<file path="src/htd_pkg.sv">
`timescale 1ns / 1ps

package htd_pkg;

  // Default geometry of the rank table
  localparam int unsigned RankCountDef = 4096;
  localparam int unsigned CoordBitsDef = 5;

  // Widest coordinate the axis arithmetic has to carry
  localparam int unsigned AxisW = 8;

  // Hop counter limit
  localparam logic [5:0] HopMax = 6'd63;

  // Configuration register indexes
  localparam logic [1:0] CfgDimX    = 2'd0;
  localparam logic [1:0] CfgDimY    = 2'd1;
  localparam logic [1:0] CfgDimZ    = 2'd2;
  localparam logic [1:0] CfgMaxRank = 2'd3;

  // Configuration reset values
  localparam logic [5:0]  DimXRst    = 6'd25;
  localparam logic [5:0]  DimYRst    = 6'd32;
  localparam logic [5:0]  DimZRst    = 6'd24;
  localparam logic [11:0] MaxRankRst = 12'd4095;

  // Request kinds
  typedef enum logic {
    KIND_LOAD  = 1'b0,
    KIND_QUERY = 1'b1
  } kind_e;

  typedef struct packed {
    kind_e       kind;
    logic [11:0] rank_a;
    logic [11:0] rank_b;
    logic [30:0] msg_bytes;
    logic [4:0]  node_x;
    logic [4:0]  node_y;
    logic [4:0]  node_z;
    logic        cpu_sel;
  } in_req_t;

  typedef struct packed {
    logic [5:0]  hop_count;
    logic [63:0] total_hops;
    logic [63:0] total_weighted;
    logic        range_error;
  } out_rsp_t;

  // Control from the sequencer to the accumulator
  typedef struct packed {
    logic mul_en;
    logic acc_en;
  } acc_ctrl_t;

  // Shortest wrap-around distance on one axis; no wrap path when the
  // axis size does not exceed the plain distance
  function automatic logic [AxisW-1:0] axis_dist(input logic [AxisW-1:0] a,
                                                 input logic [AxisW-1:0] b,
                                                 input logic [5:0]       size);
    logic [AxisW-1:0] d;
    logic [AxisW-1:0] s;
    logic [AxisW-1:0] w;
    d = (a > b) ? (a - b) : (b - a);
    s = AxisW'(size);
    w = s - d;
    if (s > d) begin
      axis_dist = (w < d) ? w : d;
    end else begin
      axis_dist = d;
    end
  endfunction

endpackage

</file>
<file path="src/htd_hop_calc.sv">
`timescale 1ns / 1ps

module htd_hop_calc #(
  parameter int unsigned CoordBits = htd_pkg::CoordBitsDef,
  localparam int unsigned EntryW   = 3 * CoordBits + 1
) (
  input  logic [EntryW-1:0] entry_a_i,
  input  logic [EntryW-1:0] entry_b_i,
  input  logic [5:0]        dim_x_i,
  input  logic [5:0]        dim_y_i,
  input  logic [5:0]        dim_z_i,
  output logic [5:0]        hops_o
);

  logic [CoordBits-1:0] ax, ay, az, bx, by, bz;
  logic                 ca, cb;
  logic [htd_pkg::AxisW-1:0] dx, dy, dz;
  logic [9:0]           sum;

  // Entry layout: {cpu, z, y, x}
  assign ax = entry_a_i[CoordBits-1:0];
  assign ay = entry_a_i[2*CoordBits-1:CoordBits];
  assign az = entry_a_i[3*CoordBits-1:2*CoordBits];
  assign ca = entry_a_i[3*CoordBits];
  assign bx = entry_b_i[CoordBits-1:0];
  assign by = entry_b_i[2*CoordBits-1:CoordBits];
  assign bz = entry_b_i[3*CoordBits-1:2*CoordBits];
  assign cb = entry_b_i[3*CoordBits];

  assign dx = htd_pkg::axis_dist(htd_pkg::AxisW'(ax), htd_pkg::AxisW'(bx), dim_x_i);
  assign dy = htd_pkg::axis_dist(htd_pkg::AxisW'(ay), htd_pkg::AxisW'(by), dim_y_i);
  assign dz = htd_pkg::axis_dist(htd_pkg::AxisW'(az), htd_pkg::AxisW'(bz), dim_z_i);

  assign sum = 10'd2 + 10'(dx) + 10'(dy) + 10'(dz);

  // Same node: 0 hops on the same CPU, 2 across CPUs; else 2 plus the axis distances, saturated at HopMax
  always_comb begin
    if (ax == bx && ay == by && az == bz) begin
      hops_o = (ca == cb) ? 6'd0 : 6'd2;
    end else if (sum > 10'(htd_pkg::HopMax)) begin
      hops_o = htd_pkg::HopMax;
    end else begin
      hops_o = sum[5:0];
    end
  end

endmodule

</file>
<file path="config.mk">
export PLATFORM = sky130hd
export DESIGN_NAME = htd_hop_calc
export DESIGN_NICKNAME = d
export VERILOG_FILES = /design/src/htd_pkg.sv /design/src/htd_hop_calc.sv
export SDC_FILE = /design/constraint.sdc
export NUM_CORES = 1
export LEC_CHECK = 0
export BUFFER_PORTS_ARGS = -buffer_cell sky130_fd_sc_hd__buf_2
export CORE_MARGIN = 3
export CORE_UTILIZATION = 45
export DETAILED_ROUTE_END_ITERATION = 10
export PLACE_DENSITY = 0.66
export SYNTH_ARGS = -nofsm -noshare
export SYNTH_HDL_FRONTEND = slang
export SYNTH_SLANG_ARGS = --single-unit
</file>
<file path="constraint.sdc">
create_clock -name vclk -period 8.45
set_clock_uncertainty 0.15 [all_clocks]
set_input_delay 0 -clock vclk [all_inputs]
set_output_delay 0 -clock vclk [all_outputs]
set_load 0.01 [all_outputs]
</file>
Word-level counts from Yosys, hierarchy flattened
Index checks and enable logic that the tools add are counted.
- flip-flop bits (word level): 0
- output and inout bits: 6
- logic and storage cells: 40
- magnitude comparators: 10
- mux-type cells: 12
- equality and inequality tests: 4
- add/subtract/negate cells: 12
- reductions and logical operators: 2
- operators by type and width (kind ; number):
    $mux 8 ; 9
    $sub 5x5->6 ; 6
    $gt 6x8->1 ; 3
    $lt 8x8->1 ; 3
    $sub 6x8->8 ; 3
    $eq 5x5->1 ; 3
    $gt 5x5->1 ; 3
    $mux 6 ; 2
    $add 10x8->10 ; 1
    $add 9x8->10 ; 1
    $gt 10x6->1 const B ; 1
    $add 2x8->9 const A ; 1
    $logic_and 1x1->1 ; 2
    $mux 2 ; 1
    $eq 1x1->1 ; 1

Depth between registers and ports, before layout
- depth in word-level cells: 12
- mapped depth: 37

Least setup slack after synthesis
No wires, ideal clock.
- path kind: input-to-output
- start: input port entry_a_i[5]
- end: output port hops_o[1]
- setup slack: 1.937 ns
- data required time: 8.300 ns
- stages: 37
- arrival: 6.363 ns
- buffers on the path: 0
- cells stage by stage: inv_1 > ha_1 > fa_1 > nor2b_1 > o21bai_1 > a21oi_2 > mux2i_1 > a221o_1 > nand2_1 > nand2_1 > xor2_1 > inv_1 > ha_1 > o21ai_0 > a31oi_1 > o21ai_0 > nand2b_1 > xnor2_1 > ha_1 > o21ai_0 > a21oi_1 > a2111oi_0 > and3_1 > nand2_2 > mux2i_1 > fa_1 > inv_1 > ha_1 > a21o_1 > a21oi_1 > o21bai_1 > nand2_1 > mux2i_1 > nor3_1 > o21ai_0 > a21oi_2 > a22oi_1
- longest elaborated chain between the ends: 11
- elaborated cells on any way between the ends: 17
- classes of those cells: add/sub (5); order compare (4); eq/ne (1); mux (5); reduce/logical (2)
- ends and longest elaborated chain (element ; RTL line ; source):
    start, declared ; htd_hop_calc.sv:7 ; input logic [EntryW-1:0] entry_a_i,
    $sub 5x5->6 or $gt 5x5->1 (tied branches) ; htd_pkg.sv:65 ; d = (a > b) ? (a - b) : (b - a);
    $mux 8 ; htd_pkg.sv:65 ;
    $sub 6x8->8 ; htd_pkg.sv:67 ; w = s - d;
    $lt 8x8->1 ; htd_pkg.sv:69 ; axis_dist = (w < d) ? w : d;
    $mux 8 ; htd_pkg.sv:69 ;
    $mux 8 ; htd_pkg.sv:68 ; if (s > d) begin
    $add 9x8->10 ; htd_hop_calc.sv:34 ; assign sum = 10'd2 + 10'(dx) + 10'(dy) + 10'(dz);
    $add 10x8->10 ; htd_hop_calc.sv:34 ;
    $gt 10x6->1 ; htd_hop_calc.sv:40 ; end else if (sum > 10'(htd_pkg::HopMax)) begin
    $mux 6 ; htd_hop_calc.sv:40 ;
    $mux 6 * ; htd_hop_calc.sv:38 ; if (ax == bx && ay == by && az == bz) begin
    end, declared ; htd_hop_calc.sv:12 ; output logic [5:0] hops_o
Mark *: on every way between the ends. The rest lies on a longest branch, timed or not.

Worst setup path after layout
Same ends and word-level chain as after synthesis.

==> metrics.md <==
| Metric | Value |
|---|---|
| Power Dens Cells | 236 nW/um^2 |
| Initial antenna violation count | 0 |
| Die span in x | 95.4 microns |
| Post-synthesis sequential area ratio | 0% |
| VDD IR max | 0.000137 V |
| Final wirelength | 8090 microns |
| Crit start category | input port |
| GRT Total Usage | 18.0% |
| 1st-iter DRT viols | 116 |
| Setup violators final | 0 |
| Hold Path Class | in2out |
| Hold EP | hops_o[1] |
| Setup TNS | 0 ps |
| Antenna-violating nets left | 0 |
| Ant. Diodes | 0 |
| Syn. warnings | 0 |
| Initial Utilization | 48.1% |
| P&R area growth vs syn | 10.8% |
| DR WL/cell | 12.9 microns |
| Most used cell, CP | ha_1 |
| Clkbuf count | 0 |
| Via Count | 3329 |
| Max-slew violations | 0 |
| Row Count | 31 |
| Crit Path Class | in2out |
| Tcrit/Tclk final | 90.6% |
| Post-CTS Resized | 0 |
| Fillers | 716 |
| Hold depth | 4 |
| Most frequent cell after synthesis | inv_1 |
| Pre-Repair DR Iteration Count | 4 |
| Critical Path Sink Type | output port |
| Yosys top cell area share | 27.8% |
| Min Tclk post-route | 7660 ps |
| Cell Area, Synth | 3600 sq um |
| Synthesized net count | 617 |
| Port-buffer cells | 56 |
| Setup WS pre-CTS | 835 ps |
| Finished layout cell area | 3990 sq um |
| Vias in the first global route | 3188 |
| Hold_buf cts | 0 |
| Status | finished, final reports clean |
| Placed cell areas | 3990 sq um |
| Endpoints failing hold | 0 |
| Most common library cells after synthesis | 87 x inv_1, 80 x ha_1, 34 x o21ai_0, 30 x a21oi_1, 28 x nand2_1 |
| Leak Pwr | 0.00208 uW |
| Top cells by area, synth | ha_1 28%, inv_1 9.1%, fa_1 8.3% |
| CP arrival | 7510 ps |
| I/O pin count | 56 |
| Syn avg cell area | 7.62 sq um |
| Largest net degree at the start of global routing | 16 |
| Hold_sp | entry_b_i[15] |
| Die Ht | 95.4 microns |
| Max cap viols | 0 |
| DIE AREA | 9110 sq um |
| Cell count after synthesis | 472 |
| Seq_cells | 0 |
| Worst setup margin | 794 ps |
| Fmax | 131 MHz |
| Layout Nets | 673 |
| Post-synth top area cell | ha_1 |
| # DRC | 0 |
| Core area | 7490 sq um |
| Hpwl dp | 7280 microns |
| Critical path's slowest cell | fa_1 |
| Post-CTS Setup Repair Bufs | 0 |
| Slew @ Worst Pin | 882 ps |
| Synth cell types | 70 |
| Final RePlAce weighted congestion | 0.899 |
| Rel. slew slack | 40.7% |
| Register area | 0 sq um |
| GRT overflow | 0 |
| Via density | 5.33 |
| Max incr delay on CP | 520 ps |
| Global-route wire length before repair | 13700 microns |
| RSZ-0062 raised after global routing | false |
| Share of cells above drive strength 1 | 17.5% |
| CP max FO | 10 |
| CP required | 8300 ps |
## how the worst max path moves through the flow
stage	depth (start not counted)	slack (ps)	to	start
3_3_place_gp	39	1000	hops_o[1]	entry_a_i[5]
3_5_place_dp	37	830	hops_o[1]	entry_a_i[5]
4_1_cts	37	810	hops_o[1]	entry_a_i[5]
6_report	37	790	hops_o[1]	entry_a_i[5]
2_1_floorplan	37	1940	hops_o[1]	entry_a_i[5]
5_1_grt	39	4	hops_o[0]	entry_a_i[5]
## worst max-delay path, delay by kind of cell
family                     cells  cell delay (ps)
and+or+nand+nor                7             1000
AOI/OAI and AO/OA             14             2970
xor gates and xnor gates       2              360
muxes                          3              610
buffers and inverters          5              460
adders and majority gates      6             2110
## cell type report
class	count	area, sq um	area share, %
well taps	99	124	3.11
multi-input cells	383	3260	81.7
repair buffers	56	280	7.03
inverters	87	327	8.19
## kinds of logic after synthesis
logic type	synth area share, %
multiplexers	6.15
XOR/XNOR	6.33
adder cells (fa/ha/maj)	36.2
buffers and inverters	9.49
AND/OR/NAND/NOR	16.1
AO/OA/AOI/OAI	25.7
## routing by layer
layer	track usage, %	share of wire, %
met5	0	0
met3	0.474	2.6
met1	24.1	47
met4	1.07	0.21
met2	33.6	50
## report_power, final
part           leakage [uW]  switching, uW  internal [uW]  total [uW]
Combinational       0.00208            528            415         943
Sequential                0              0              0           0
Clock                     0              0              0           0
Total               0.00208            528            415         943
## per-stage QoR
step	total power [uW]	util [%]	instances	hold WS, ps
floorplan	730	-	472	31.4
global placement	917	53.3	625	223
detailed placement	933	53.3	625	233
CTS	941	53.3	625	235
global route	1070	53.3	625	260
finish	943	53.3	625	239
## cells in the final DEF, fill, tap and decap left out, types with 5 or more instances in the layout
| master | instances |
|---|---|
| a21o_1 | 7 |
| nor3_1 | 8 |
| buf_2 | 56 |
| xor2_1 | 8 |
| inv_1 | 87 |
| nor2b_1 | 11 |
| nor2_1 | 23 |
| o21ai_0 | 34 |
| fa_1 | 15 |
| mux2i_1 | 9 |
| o21bai_1 | 5 |
| xnor2_1 | 18 |
| a21oi_1 | 30 |
| o21a_1 | 10 |
| ha_1 | 80 |
| mux2_2 | 7 |
| nand2b_1 | 5 |
| nand3_1 | 7 |
| nand2_1 | 28 |
(Power assumes the default switching activity.)
