[config.mk]
export PLATFORM = sky130hd
export DESIGN_NAME = htd_accum
export DESIGN_NICKNAME = d
export VERILOG_FILES = /design/src/htd_pkg.sv /design/src/htd_accum.sv
export SDC_FILE = /design/constraint.sdc
export NUM_CORES = 1
export LEC_CHECK = 0
export BUFFER_PORTS_ARGS = -buffer_cell sky130_fd_sc_hd__buf_2
export CAP_MARGIN = 20
export CORE_ASPECT_RATIO = 0.7
export CORE_UTILIZATION = 55
export CTS_CLUSTER_DIAMETER = 120
export DETAILED_ROUTE_END_ITERATION = 10
export PLACE_DENSITY_LB_ADDON = 0.05
export SLEW_MARGIN = 15
export SYNTH_ARGS = -nofsm -noshare
export SYNTH_HDL_FRONTEND = slang
export SYNTH_SLANG_ARGS = --single-unit
[constraint.sdc]
create_clock -name clk_i -period 3.8 [get_ports clk_i]
set_clock_uncertainty 0.15 [all_clocks]
set_input_delay 0 -clock clk_i [delete_from_list [all_inputs] [get_ports clk_i]]
set_output_delay 0 -clock clk_i [all_outputs]
set_load 0.005 [all_outputs]
[src/htd_pkg.sv]
`timescale 1ns / 1ps

package htd_pkg;

  // Default geometry of the rank table
  localparam int unsigned RankCountDef = 4096;
  localparam int unsigned CoordBitsDef = 5;

  // Widest coordinate the axis arithmetic has to carry
  localparam int unsigned AxisW = 8;

  // Hop counter limit
  localparam logic [5:0] HopMax = 6'd63;

  // Configuration register indexes
  localparam logic [1:0] CfgDimX    = 2'd0;
  localparam logic [1:0] CfgDimY    = 2'd1;
  localparam logic [1:0] CfgDimZ    = 2'd2;
  localparam logic [1:0] CfgMaxRank = 2'd3;

  // Configuration reset values
  localparam logic [5:0]  DimXRst    = 6'd25;
  localparam logic [5:0]  DimYRst    = 6'd32;
  localparam logic [5:0]  DimZRst    = 6'd24;
  localparam logic [11:0] MaxRankRst = 12'd4095;

  // Request kinds
  typedef enum logic {
    KIND_LOAD  = 1'b0,
    KIND_QUERY = 1'b1
  } kind_e;

  typedef struct packed {
    kind_e       kind;
    logic [11:0] rank_a;
    logic [11:0] rank_b;
    logic [30:0] msg_bytes;
    logic [4:0]  node_x;
    logic [4:0]  node_y;
    logic [4:0]  node_z;
    logic        cpu_sel;
  } in_req_t;

  typedef struct packed {
    logic [5:0]  hop_count;
    logic [63:0] total_hops;
    logic [63:0] total_weighted;
    logic        range_error;
  } out_rsp_t;

  // Control from the sequencer to the accumulator
  typedef struct packed {
    logic mul_en;
    logic acc_en;
  } acc_ctrl_t;

  // Shortest wrap-around distance on one axis; no wrap path when the
  // axis size does not exceed the plain distance
  function automatic logic [AxisW-1:0] axis_dist(input logic [AxisW-1:0] a,
                                                 input logic [AxisW-1:0] b,
                                                 input logic [5:0]       size);
    logic [AxisW-1:0] d;
    logic [AxisW-1:0] s;
    logic [AxisW-1:0] w;
    d = (a > b) ? (a - b) : (b - a);
    s = AxisW'(size);
    w = s - d;
    if (s > d) begin
      axis_dist = (w < d) ? w : d;
    end else begin
      axis_dist = d;
    end
  endfunction

endpackage

[src/htd_accum.sv]
`timescale 1ns / 1ps

module htd_accum (
  input  logic               clk_i,
  input  logic               rst_ni,
  input  htd_pkg::acc_ctrl_t ctrl_i,
  input  logic [5:0]         hops_i,
  input  logic [30:0]        bytes_i,
  input  logic               range_err_i,
  output logic               acc_ready_o,
  output logic               out_valid_o,
  input  logic               out_ready_i,
  output htd_pkg::out_rsp_t  out_rsp_o
);

  logic [36:0]       prod_q;
  logic [63:0]       hop_sum_q, hop_sum_d;
  logic [63:0]       wsum_q, wsum_d;
  logic [64:0]       hop_add, w_add;
  logic              out_valid_q, out_valid_d;
  htd_pkg::out_rsp_t out_rsp_q;

  assign acc_ready_o = !out_valid_q || out_ready_i;
  assign out_valid_o = out_valid_q;
  assign out_rsp_o   = out_rsp_q;

  // Weighted term, registered before the add
  always_ff @(posedge clk_i) begin
    if (ctrl_i.mul_en) begin
      prod_q <= 37'(hops_i) * 37'(bytes_i);
    end
  end

  // Saturating totals
  assign hop_add   = {1'b0, hop_sum_q} + 65'(hops_i);
  assign w_add     = {1'b0, wsum_q} + 65'(prod_q);
  assign hop_sum_d = hop_add[64] ? '1 : hop_add[63:0];
  assign wsum_d    = w_add[64] ? '1 : w_add[63:0];

  always_comb begin
    out_valid_d = out_valid_q;
    if (out_ready_i) begin
      out_valid_d = 1'b0;
    end
    if (ctrl_i.acc_en) begin
      out_valid_d = 1'b1;
    end
  end

  always_ff @(posedge clk_i or negedge rst_ni) begin
    if (!rst_ni) begin
      hop_sum_q   <= '0;
      wsum_q      <= '0;
      out_valid_q <= 1'b0;
    end else begin
      out_valid_q <= out_valid_d;
      if (ctrl_i.acc_en) begin
        hop_sum_q <= hop_sum_d;
        wsum_q    <= wsum_d;
      end
    end
  end

  // Output register
  always_ff @(posedge clk_i) begin
    if (ctrl_i.acc_en) begin
      out_rsp_q.hop_count      <= hops_i;
      out_rsp_q.total_hops     <= hop_sum_d;
      out_rsp_q.total_weighted <= wsum_d;
      out_rsp_q.range_error    <= range_err_i;
    end
  end

endmodule

### After elaboration in Yosys (flattened, before gate mapping)

Cells that the tools add are included.

| word-level totals | value |
|---|---|
| flip-flop bits (word level) | 301 |
| bits in latches | 0 |
| bits in writable memories | 0 |
| bits in read-only memories | 0 |
| bits of input ports | 43 |
| output and inout bits | 137 |
| word-level logic and storage cells | 18 |
| memories kept | 0 |

| operators by class | value |
|---|---|
| add/subtract/negate cells | 2 |
| multipliers | 1 |
| divide/modulo/power cells | 0 |
| magnitude comparators | 0 |
| eq/ne operators | 0 |
| shift operators | 0 |
| mux-type cells | 4 |
| bitwise logic cells | 0 |
| reduce and logical (&&, ||, !) cells | 3 |

Operators with widths:

| operator | count |
|---|---|
| $mux 64 | 2 |
| $add 64x37->65 | 1 |
| $add 64x6->65 | 1 |
| $mul 6x31->37 | 1 |
| $mux 1 | 2 |
| $reduce_bool 2->1 | 1 |
| $logic_not 1->1 | 1 |
| $logic_or 1x1->1 | 1 |

### Depth between registers and ports, before layout

| depth | value |
|---|---|
| word-level depth | 2 |
| depth in mapped cells | 17 |
| gate-level depth less buffers | 16 |

### Worst setup path after synthesis

OpenSTA, ideal clock, no wires.

| timing path | value |
|---|---|
| path type | input to register |
| start point | in hops_i[5] |
| end point | reg prod_q[36], data pin |
| setup time | 272 ps |
| arrival | 4071 ps |
| required time | 3378 ps |
| path slack | -693 ps |
| stages on the path | 16 |
| buffers on the path | 1 |
| path through | clkbuf_1 > and2_1 > fa_1 > fa_1 > inv_1 > fa_1 > inv_1 > ha_1 > and3_1 > a221o_1 > a41oi_1 > nor4bb_1 > o21ai_1 > a21oi_2 > nor4bb_1 > or4_1 |

| on the way | value |
|---|---|
| longest elaborated chain between the ends | 1 |

Ends and longest elaborated chain:

| element | line | RTL |
|---|---|---|
| start, declared | htd_accum.sv:7 | `input logic [5:0] hops_i,` |
| $mul 6x31->37 | htd_accum.sv:30 | `prod_q <= 37'(hops_i) * 37'(bytes_i);` |
| end signal, assigned | htd_accum.sv:30 |  |
| end, declared | htd_accum.sv:16 | `logic [36:0] prod_q;` |

No other way between the ends.
A chain may end at the register's enable or synchronous reset.

### Worst setup path after layout

| timing path | value |
|---|---|
| start point | in hops_i[2] |
| end point | reg prod_q[36], data pin |

The elaborated chain is that of the path after synthesis.

==> implementation parameters <==
Parameter                              Value

Pwr
  Overall power of the completed layout ... about 19 mW
  Total power density per cell area ... roughly 740 nW/um^2
  Max IR drop VDD ... 465 uV
  Leakage Power ... 11.6 nW

Place
  Number of port buffers ... 179
  Cell total after placement ... a little under 3k
  HPWL reported at the end of detailed placement ... 41,100 um
  Worst slack after detailed placement ... -764 ps
  Routability cong. ... 0.924

Global routing
  Overflow left after global routing ... 0
  Initial antenna violation count ... 2
  Vias in the first global route ... roughly 17k
  GRT Overall Usage ... 0.276
  First-pass GRT wire length ... 88,800 um
  Maximum number of pins on one net before global-route repair ... approximately 120

Logic synthesis
  Number of enable flip-flop cells after synthesis ... 172
  Synthesized area divided by synthesized cell count ... 9.80 um^2
  Top cells by area, synth ... edfxtp_1 (24%), dfrtp_1 (15%), fa_1 (11%)
  Library cell with the largest summed area after synthesis ... edfxtp_1
  Area of the mapped netlist ... 21,600 um^2
  Seq cells post-synth ... 301
  Number of synthesis warnings ... 0
  Number of instances in the synthesized netlist ... roughly 2.2k
  Portion of synthesized cell area occupied by the leading cell type ... 0.240
  Async set-or-reset flop fraction in the synthesized netlist ... 0.429
  Top FF cell, synth ... edfxtp_1
  Synth unique cells ... between 90 and 100
  Sequential element share of the synthesized area ... 0.389
  Synthesized net count ... 2,449

Detailed routing
  Post-DR vias/cell ... between 5 and 6
  Iteration-0 DRC count of the detailed router ... 1,310
  DR DRC count ... 0
  Average wire per standard cell ... 17.9 um
  ANT nets after route ... 0
  DR pass1 iterations ... 6
  Total Wirelength ... 54,700 um
  Number of vias in the routed layout ... 17.3k

Critical path
  Worst-case reg-to-reg path depth ... 9
  Setup crit end kind ... register
  Cell class contributing the biggest share of worst-path delay ... adder cells
  Count of cell instances traversed by the critical path ... 15
  Worst Path Buf+Inv ... 2
  Worst-path maximum fanout ... 16
  Master of the slowest instance on the critical path ... fa_1
  Startpoint type of the worst setup path ... primary input
  Worst path required time ... 3980 ps
  Data arrival time at the worst-slack endpoint ... 3980 ps
  Crit Path Class ... primary input to register
  Dominant cell type by count on the critical path ... fa_1
  Longest individual stage delay on the worst path ... 580 ps
  Chain of cells forming the critical path ... buf_8 > buf_8 > and2_4 > fa_1 > fa_1 > fa_1 > ha_4 > and3_4 > a221o_1 > a41oi_2 > nor4bb_4 > o21ai_2 > a21oi_2 > nor4bb_1 > or4_1

Outcome
  Outcome ... finished clean

CTS
  Clk Latency, worst-skew pair ... 590 ps
  Number of sinks on the clock net ... around 300
  CTS clk-pin slew, worst paths ... approximately 60 ps
  Clock root cell ... clkbuf_16
  H-tree lvl count ... 1
  Total CTS buffers ... 30
  Maximum count of clock buffers along a single path ... 3
  CTS tree ... built

Hold path
  Worst hold path type ... primary input to register
  Hold Path Depth ... 7

STA
  Minimum clock period after layout ... roughly 3800 ps
  Transition time at the pin with the least slew margin ... slightly below 900 ps
  Final WS setup ... around 2.3 ps
  Worst slack on hold paths ... 55.3 ps
  Achievable frequency ... around 260 MHz
  Final hold violations ... 0
  Count of final max-slew check failures ... 0
  Final Cycle Share ... 0.999
  RSZ-0062 raised after global routing ... true
  Worst relative slew slack ... 0.390
  Count of endpoints failing setup in the final report ... 0

Floorplan
  Count of standard-cell rows ... 60
  Die area ... 40,000 um^2
  Die Wd ... 239 um
  Vert. Die Dim ... 168 um
  Starting density of the core ... 0.560
  Placeable core region ... 38,500 um^2
  I/O pin total ... 180

Flow run
  Max capacitance violation total ... 0

Cells and area
  Area added between synthesis and finish ... 19.8%
  Fillcell total ... 3,065
  Sequential Area ... 8390 um^2
  Final instance count without filler cells ... 3,054
  Multi-input gate area in the final layout ... approximately 12,000 um^2
  Fin nets ... around 2.8k
  Post-Route Utilization ... 0.671
  Proportion of layout cells with a drive suffix above 1 ... 0.211
==> flip-flops by register name, indices dropped and copies added (netlist names) <==
| register | flops |
|---|---|
| prod_q | 37 |
| hop_sum_q | 64 |
| out_valid_o | 1 |
| out_rsp_o | 135 |
| wsum_q | 64 |
==> path summary, 6_finish.rpt <==
kind | startpoint | slack (ps) | to
worst max-delay path | hops_i[2] | 2 | prod_q[36]
worst min-delay path | hops_i[1] | 60 | hop_sum_q[1]
worst max register to register | prod_q[7] | 150 | out_rsp_o[42]
worst min register to register | hop_sum_q[25] | 360 | hop_sum_q[25]
max in group asynchronous | rst_ni | 2680 | wsum_q[6]
min in group asynchronous | rst_ni | 460 | wsum_q[52]
==> final cells by class <==
class,instances,area share
repair buffers,377,0.102
clock inverters,13,0.00712
flip-flops and latches,301,0.325
clock buffers,43,0.0342
diodes,1,0.0000969
inverters,175,0.0254
well taps,527,0.0255
multi-input cells,1617,0.480
==> layout by cell type (no fill, tap or decap), types with 10 or more instances in the layout <==
cell type	instances
mux2_2	13
nand4_1	41
o21ai_1	22
o21ai_0	76
nor3_1	22
and2_1	168
nand3_1	39
nand2_1	231
ha_1	73
xor2_1	40
buf_4	168
and2_4	19
inv_1	169
buf_2	170
clkbuf_16	33
and3_1	51
and4_1	16
xnor2_1	80
dlygate4sd3_1	17
a41oi_1	10
edfxtp_1	172
a21oi_1	116
fa_1	117
dfrtp_1	129
ha_4	13
a31oi_1	82
nor2_1	128
o21a_1	17
a21o_1	39
==> report_power, final <==
part / total, mW / switching (mW) / internal, mW / leakage (nW)
Sequential: 5.28 / 0.521 / 4.76 / 3.30
Combinational: 10.7 / 6.12 / 4.57 / 7.82
Clock: 3.14 / 1.31 / 1.83 / 0.520
Total: 19.1 / 7.95 / 11.2 / 11.6
==> per-layer routing <==
metal,up-vias,part of all wire,GRT usage
li1,8289,-,-
met1,8383,0.51,0.454
met2,542,0.41,0.388
met3,53,0.064,0.0392
met4,2,0.012,0.0404
met5,-,0.00018,0
==> cell families after synthesis <==
family                     share of synthesized area
AOI/OAI and AO/OA                              0.142
xor gates and xnor gates                      0.0488
adders and majority gates                      0.162
buffers and inverters                         0.0522
DFF                                            0.389
muxes                                         0.0115
and+or+nand+nor                                0.195
==> through the flow <==
stage	setup TNS, ps	area [um^2]
2_1_floorplan	-610	21900
3_3_place_gp	-8730	24300
3_5_place_dp	-11160	24300
4_1_cts	-24.8	25600
5_1_grt	-133	25800
6_report	0	25800
==> timing repair <==
| item | CTS | global route |
|---|---|---|
| setup endpoints to repair | 3 | 12 |
| cloned | 0 | 1 |
| setup buffers | 0 | 3 |
| pin swaps | 8 | 27 |
| hold buffers | 19 | 0 |
| endpoints found under the hold margin | 150 | 0 |
| gates resized for setup | 18 | 41 |
==> worst register-to-register path, stage by stage, from the launching register on <==
cell	delay (ps)
edfxtp_1	420
ha_1	430
and4_1	280
and3_1	190
a31oi_1	400
a21oi_2	180
nor3_4	460
a21oi_1	350
and3_1	270
o21ai_0	310
==> cells in the mapped netlist, types with 39 or more instances <==
library cell  count
edfxtp_1        172
xor2_1           40
a31oi_1          82
ha_1             88
fa_1            119
nand2_1         233
nand4_1          41
clkbuf_1         63
o21ai_0          84
and2_1          187
nor2_1          128
a21o_1           39
and3_1           52
inv_1           174
a21oi_1         123
xnor2_1          80
nand3_1          40
dfrtp_1         129
Note: power is estimated with default switching activity, not from simulation.
